===== src/spq_pkg.sv =====
// Shared types, sizes and helper functions for the stable priority task queue.
// Used by spq_cell and stable_priority_task_queue; depends on nothing else.

package spq_pkg;

    localparam int QUEUE_DEPTH = 128;
    localparam int CNT_W       = $clog2(QUEUE_DEPTH + 1);
    localparam int SLOT_W      = 7;
    localparam int CMP_W       = (SLOT_W > CNT_W) ? SLOT_W : CNT_W;

    localparam int TAG_W   = 16;
    localparam int PRIO_W  = 3;
    localparam int DAY_W   = 5;
    localparam int MONTH_W = 4;
    localparam int YEAR_W  = 12;
    localparam int OUT_CNT_W = 8;

    localparam logic [YEAR_W-1:0]  MIN_YEAR_RST = 12'd2024;
    localparam logic [PRIO_W-1:0]  PRIO_MIN     = 3'd1;
    localparam logic [PRIO_W-1:0]  PRIO_MAX     = 3'd5;
    localparam logic [DAY_W-1:0]   DAY_LEAP_FEB = 5'd29;
    localparam logic [MONTH_W-1:0] MONTH_FEB    = 4'd2;
    localparam logic [MONTH_W-1:0] MONTH_MAX    = 4'd12;

    localparam int S_TDATA_W = 48;
    localparam int S_TUSER_W = 2;
    localparam int M_TDATA_W = 72;

    typedef enum logic [1:0] {
        ACT_ADD      = 2'd0,
        ACT_COMPLETE = 2'd1,
        ACT_PEEK     = 2'd2,
        ACT_NONE     = 2'd3
    } t_action;

    typedef enum logic [1:0] {
        OP_HOLD   = 2'd0,
        OP_INSERT = 2'd1,
        OP_REMOVE = 2'd2
    } t_op;

    typedef struct packed {
        logic [TAG_W-1:0]   tag;
        logic [PRIO_W-1:0]  prio;
        logic [DAY_W-1:0]   day;
        logic [MONTH_W-1:0] month;
        logic [YEAR_W-1:0]  year;
    } t_entry;

    typedef struct packed {
        t_op    op;
        t_entry entry;
    } t_cell_cmd;

    typedef struct packed {
        logic occ;
        logic at_free;
        logic hit;
        logic from_idx;
    } t_cell_pos;

    function automatic logic [DAY_W-1:0] month_len(input logic [MONTH_W-1:0] month);
        logic [DAY_W-1:0] len;
        unique case (month)
            4'd2:                      len = 5'd28;
            4'd4, 4'd6, 4'd9, 4'd11:   len = 5'd30;
            default:                   len = 5'd31;
        endcase
        return len;
    endfunction

    function automatic logic date_ok(
        input logic [DAY_W-1:0]   day,
        input logic [MONTH_W-1:0] month,
        input logic [YEAR_W-1:0]  year,
        input logic [YEAR_W-1:0]  min_year
    );
        logic ok;
        if (year < min_year || month == '0 || month > MONTH_MAX) begin
            ok = 1'b0;
        end else if (month == MONTH_FEB && year[1:0] == 2'b00) begin
            ok = (day <= DAY_LEAP_FEB);
        end else begin
            ok = (day <= month_len(month));
        end
        return ok;
    endfunction

endpackage


===== src/spq_cell.sv =====
// One slot of the sorted entry chain: holds an entry and shifts it toward either neighbor.
// Depends on spq_pkg for the entry, command and position types.

module spq_cell (
    input  logic               i_clk,
    input  spq_pkg::t_cell_cmd i_cmd,
    input  spq_pkg::t_cell_pos i_pos,
    input  spq_pkg::t_entry    i_left_entry,
    input  logic               i_left_move,
    input  spq_pkg::t_entry    i_right_entry,
    output spq_pkg::t_entry    o_entry,
    output spq_pkg::t_entry    o_next,
    output logic               o_move,
    output logic [spq_pkg::TAG_W-1:0] o_hit_tag
);

    spq_pkg::t_entry r_entry;
    spq_pkg::t_entry n_entry;

    assign o_move = i_pos.at_free || (i_pos.occ && (r_entry.prio > i_cmd.entry.prio));

    always_comb begin
        n_entry = r_entry;
        case (i_cmd.op)
            spq_pkg::OP_INSERT: begin
                if (o_move) begin
                    n_entry = i_left_move ? i_left_entry : i_cmd.entry;
                end
            end
            spq_pkg::OP_REMOVE: begin
                if (i_pos.from_idx) begin
                    n_entry = i_right_entry;
                end
            end
            default: begin
                n_entry = r_entry;
            end
        endcase
    end

    always_ff @(posedge i_clk) begin
        r_entry <= n_entry;
    end

    assign o_entry   = r_entry;
    assign o_next    = n_entry;
    assign o_hit_tag = i_pos.hit ? r_entry.tag : '0;

endmodule


===== config.mk =====
export PLATFORM = sky130hd
export DESIGN_NAME = spq_cell
export DESIGN_NICKNAME = d
export VERILOG_FILES = /design/src/spq_pkg.sv /design/src/spq_cell.sv
export SDC_FILE = /design/constraint.sdc
export NUM_CORES = 1
export LEC_CHECK = 0
export ABC_AREA = 1
export BUFFER_PORTS_ARGS = -buffer_cell sky130_fd_sc_hd__buf_2
export CAP_MARGIN = 25
export CORE_AREA = 2 2 96 98
export DETAILED_ROUTE_END_ITERATION = 7
export DIE_AREA = 0 0 98 100
export PLACE_DENSITY = 0.77
export SYNTH_ARGS = -nofsm -noshare
export SYNTH_HDL_FRONTEND = slang
export SYNTH_SLANG_ARGS = --single-unit

===== constraint.sdc =====
create_clock -name i_clk -period 1.35 [get_ports i_clk]
set_input_delay 0.0675 -clock i_clk [delete_from_list [all_inputs] [get_ports i_clk]]
set_output_delay 0.0675 -clock i_clk [all_outputs]
set_load 0.01 [all_outputs]

* Word level (Yosys, flattened, before mapping)
Cells that the tools add are included.
Operators by class: equality and inequality tests 2, reduce and logical (&&, ||, !) cells 2, order comparisons 1, muxes and demuxes 5
Operators with widths (count):
- 40-bit two-way mux | 3
- 40-bit case mux with 2 select lines | 1
- 16-bit two-way mux | 1
- 3-bit > comparator | 1
- 2-bit by 1-bit == test with 1-bit output (second input constant) | 1
- 2-bit == test (second input constant) | 1
- 1-bit logical AND | 1
- 1-bit logical OR | 1
Word-level totals: output and inout port bits 97, bits of input ports 128, bits in registers 40

* Longest topological paths before layout
depth in word-level cells 5, depth in mapped cells 11, gate-level depth less buffers 10

* Worst setup path after synthesis
OpenSTA, ideal clock, no wires.
path type register to register, from reg r_entry, in the netlist o_entry[23], to reg r_entry, in the netlist o_entry[22], buffers on the path 1, library setup time 0.115 ns, arrival time 1.540 ns, stages on the path, launching flop included 10, setup slack -0.305 ns, path through dfxtp_1 -> ha_1 -> a21oi_1 -> nand2_1 -> nand2_2 -> nand2_4 -> buf_6 -> nand2_1 -> nand3_1 -> a21oi_1
RTL lines:
- start, declared | line spq_cell.sv:17 | spq_pkg::t_entry r_entry;
- start signal, assigned | line spq_cell.sv:42 | r_entry <= n_entry;

==> metrics <==
DRT antenna net count 0; H-tree depth reported by CTS 2; average instance area after synthesis 6.08 sq um; Final #Nets 886; cells taking the most area after synthesis sky130_fd_sc_hd__dfxtp_1 24%, sky130_fd_sc_hd__a21oi_1 13%, sky130_fd_sc_hd__nand3_1 13%; placed wire-length estimate 8.80 mm; largest net degree at the start of global routing 41; aggregate routed wire length 11.9 mm; sequential fraction of the synthesis area 24.4%; Max stage delay on crit path 0.36 ns; count of antenna diodes in the layout 0; vias in the first global route 4383; total of max-cap violations 0; Critical R2R Launch o_entry[23]; worst max-slew margin expressed relative to the limit 78.2%; Core Util, Final 55.6%; TritonCTS clock tree yes; origin of the worst setup path o_entry[23]; clock skew after layout 0.00823 ns; CP delay by family, top simple AND/OR/NAND/NOR gates; DRC 0; routed length per placed instance 13.8 microns; violated checks setup timing; distinct cell type count after synthesis 17; switching power summed over all nets 2.20 mW; largest fanout of any net on the critical path 20; row cnt 35; async set-or-reset flop fraction in the synthesized netlist 0%; most frequently used cell type in the post-synthesis netlist sky130_fd_sc_hd__nand2_1; First DRT Iteration DRCs 166; global-route wire length before repair 19.1 mm; slew at the pin closest to its max-slew limit 0.326 ns; Remaining Overflow, GRT 0; area share of the largest cell type after synthesis 24.4%; Commonest cells post-synth 98 x sky130_fd_sc_hd__nand2_1, 83 x sky130_fd_sc_hd__a21oi_1, 82 x sky130_fd_sc_hd__nand3_1; endpoint class of the critical path output port; fraction of power spent switching nets 42.2%; Synth Area in Adders 1.91%; leakage power figure 2.74 nW; portion of total power attributed to sequential cells 31.3%; EDFF count, synth 0; chain of cells forming the critical path ha_4 > nand3_2 > nand2_1 > inv_1 > nand2_2 > nand2_4 > buf_12 > nand2_1 > nand3_1 > a21oi_2 > buf_2; antenna violations before repair 0; clock root buffer sky130_fd_sc_hd__clkbuf_8; proportion of layout cells with a drive suffix above 1 41.5%; setup violation total in the final timing report 81; die width 98 microns; pre-CTS setup slack -0.315 ns; Synth Instances 539; cell occurring most often along the worst timing path sky130_fd_sc_hd__nand2_1; shortest clock period the worst path allows after layout 2.00 ns; register bit count reported by yosys 40; Period Utilization, post-route 148%; Port Buf Inserts 224; Layout area overhead 50.8%; Startpoint Class register; core outline area 0.00889 sq mm; first-pass iteration count of the detailed router 5; initial cell density of the core 36.9%; arrival time reported for the critical path endpoint 1.93 ns; library cell occupying the most area in the post-synthesis netlist sky130_fd_sc_hd__dfxtp_1; area fraction in compound gates after synthesis 18.8%; area of the mapped netlist 0.00328 sq mm; net count of the mapped netlist 672; final count of pins violating max slew 0; leading register cell type out of synthesis sky130_fd_sc_hd__dfxtp_1; internal power component 3.01 mW; vertical die dimension 100 microns; number of hold-slack violations in the final timing report 0; area of the die 0.00980 sq mm; Max Clk Rate 500 MHz; RSZ-0062 raised after global routing yes; cell with the largest stage delay on the worst path sky130_fd_sc_hd__dfxtp_4; clock sinks 40; hold slack 0.187 ns; flip-flop count of the largest register, all copies and words added 40; overall via count from detail_route 4522; hold crit path type in2reg; clock power share 16.6%; via density per instance 5.23; start-to-end type of the worst setup path reg2out; final worst-path setup slack -0.651 ns; data required time of the worst path 1.28 ns; synth warn 0; Max Buffers Root-to-Sink 2; Power Density 1050 mW/mm^2; Routability Congestion 0.855; launch instance of the worst min-delay path i_right_entry[27]; mux share of post-synthesis cell area 11.6%; cts-stage hold buffer count 0; total track usage 23.1%; maximum ir drop on the vdd rail 0.000513 V; clock network latency to the later pin of the worst-skew pair 0.30 ns; sum of buffers and inverters on the critical path 3; simple-gate portion of the synthesized area 29.1%; post-synthesis xor/xnor area fraction 0%; CTS buffer count 5; status finished with violations; number of I/O pins 225; clock input transition at the sequential cells of the worst setup and hold paths 0.09 ns; combinational family with the most area after synthesis simple AND/OR/NAND/NOR gates; Gate power share 52.1%
## final timing paths
kind / endpoint / slack, ns / cells past startpoint
worst max-delay path: o_next[17] / -0.65 / 11
worst min-delay path: o_entry[27] / 0.19 / 5
worst max register to register: o_entry[9] / -0.37 / 11
worst min register to register: o_entry[11] / 0.53 / 2
## cells in the final DEF (no fill, tap or decap), drive strengths merged
| master | netlist | final |
|---|---|---|
| mux2i | 38 | 38 |
| a21oi | 83 | 83 |
| inv | 64 | 64 |
| o21ai | 40 | 40 |
| nand2 | 100 | 100 |
| ha | 5 | 5 |
| buf | 21 | 252 |
| nor2 | 42 | 42 |
| clkinv | 0 | 2 |
| nand3 | 82 | 82 |
| clkbuf | 24 | 6 |
| dfxtp | 40 | 40 |
## worst reg2reg max path, cell delays in order (launching register included)
cell,delay [ns]
sky130_fd_sc_hd__dfxtp_4,0.36
sky130_fd_sc_hd__ha_4,0.28
sky130_fd_sc_hd__nand3_2,0.06
sky130_fd_sc_hd__nand2_1,0.07
sky130_fd_sc_hd__inv_1,0.05
sky130_fd_sc_hd__nand2_2,0.09
sky130_fd_sc_hd__buf_6,0.20
sky130_fd_sc_hd__nand3_1,0.09
sky130_fd_sc_hd__nand3_1,0.11
sky130_fd_sc_hd__a21oi_2,0.06
sky130_fd_sc_hd__buf_4,0.13
sky130_fd_sc_hd__buf_4,0.12
## metrics by stage
stage | cells | power (mW) | area, sq um | setup TNS (ns)
detailed placement | 847 | 4.26 | 4750 | -19.21
floorplan | 539 | 3.20 | 3470 | -11.50
finish | 865 | 5.22 | 4940 | -33.06
global route | 865 | 5.61 | 4940 | -41.53
global placement | 847 | 4.18 | 4750 | -15.35
CTS | 861 | 5.21 | 4900 | -32.80
## cell families after synthesis
group / after synthesis
compound gates: 123
fa+ha+maj: 5
buf+inv: 109
mux: 38
simple gates: 224
flops: 40
## power groups by stage
stage	Sequential, mW	Combinational (mW)	Clock [mW]
floorplan	1.74	1.46	0
global placement	1.64	2.54	0
detailed placement	1.66	2.60	0
CTS	1.63	2.68	0.904
global route	1.67	2.99	0.949
finish	1.63	2.72	0.867
## layer usage
metal,wire [microns],share of wire [%],vias up,global-route usage (%)
met5,0,0,-,0
met4,123,1.0,0,8.44
met3,1130,9.5,14,4.67
met2,6110,51,257,42.8
met1,4540,38,2057,26.3
li1,-,-,2194,-
## final cells by class
cell class / count / area (sq um)
Fill cell: 890 / 3950
Inverter: 64 / 240
Clock buffer: 6 / 82.6
Sequential cell: 40 / 807
Timing Repair Buffer: 252 / 1450
Clock inverter: 2 / 10.0
Multi-Input combinational cell: 390 / 2220
Tap cell: 111 / 139
## timing repair
item	in CTS	in global routing
endpoints found under the setup margin	81	81
pin swaps	1	3
buffers inserted	6	4
resized for setup	3	2
Power figures use the tool's default switching activity.
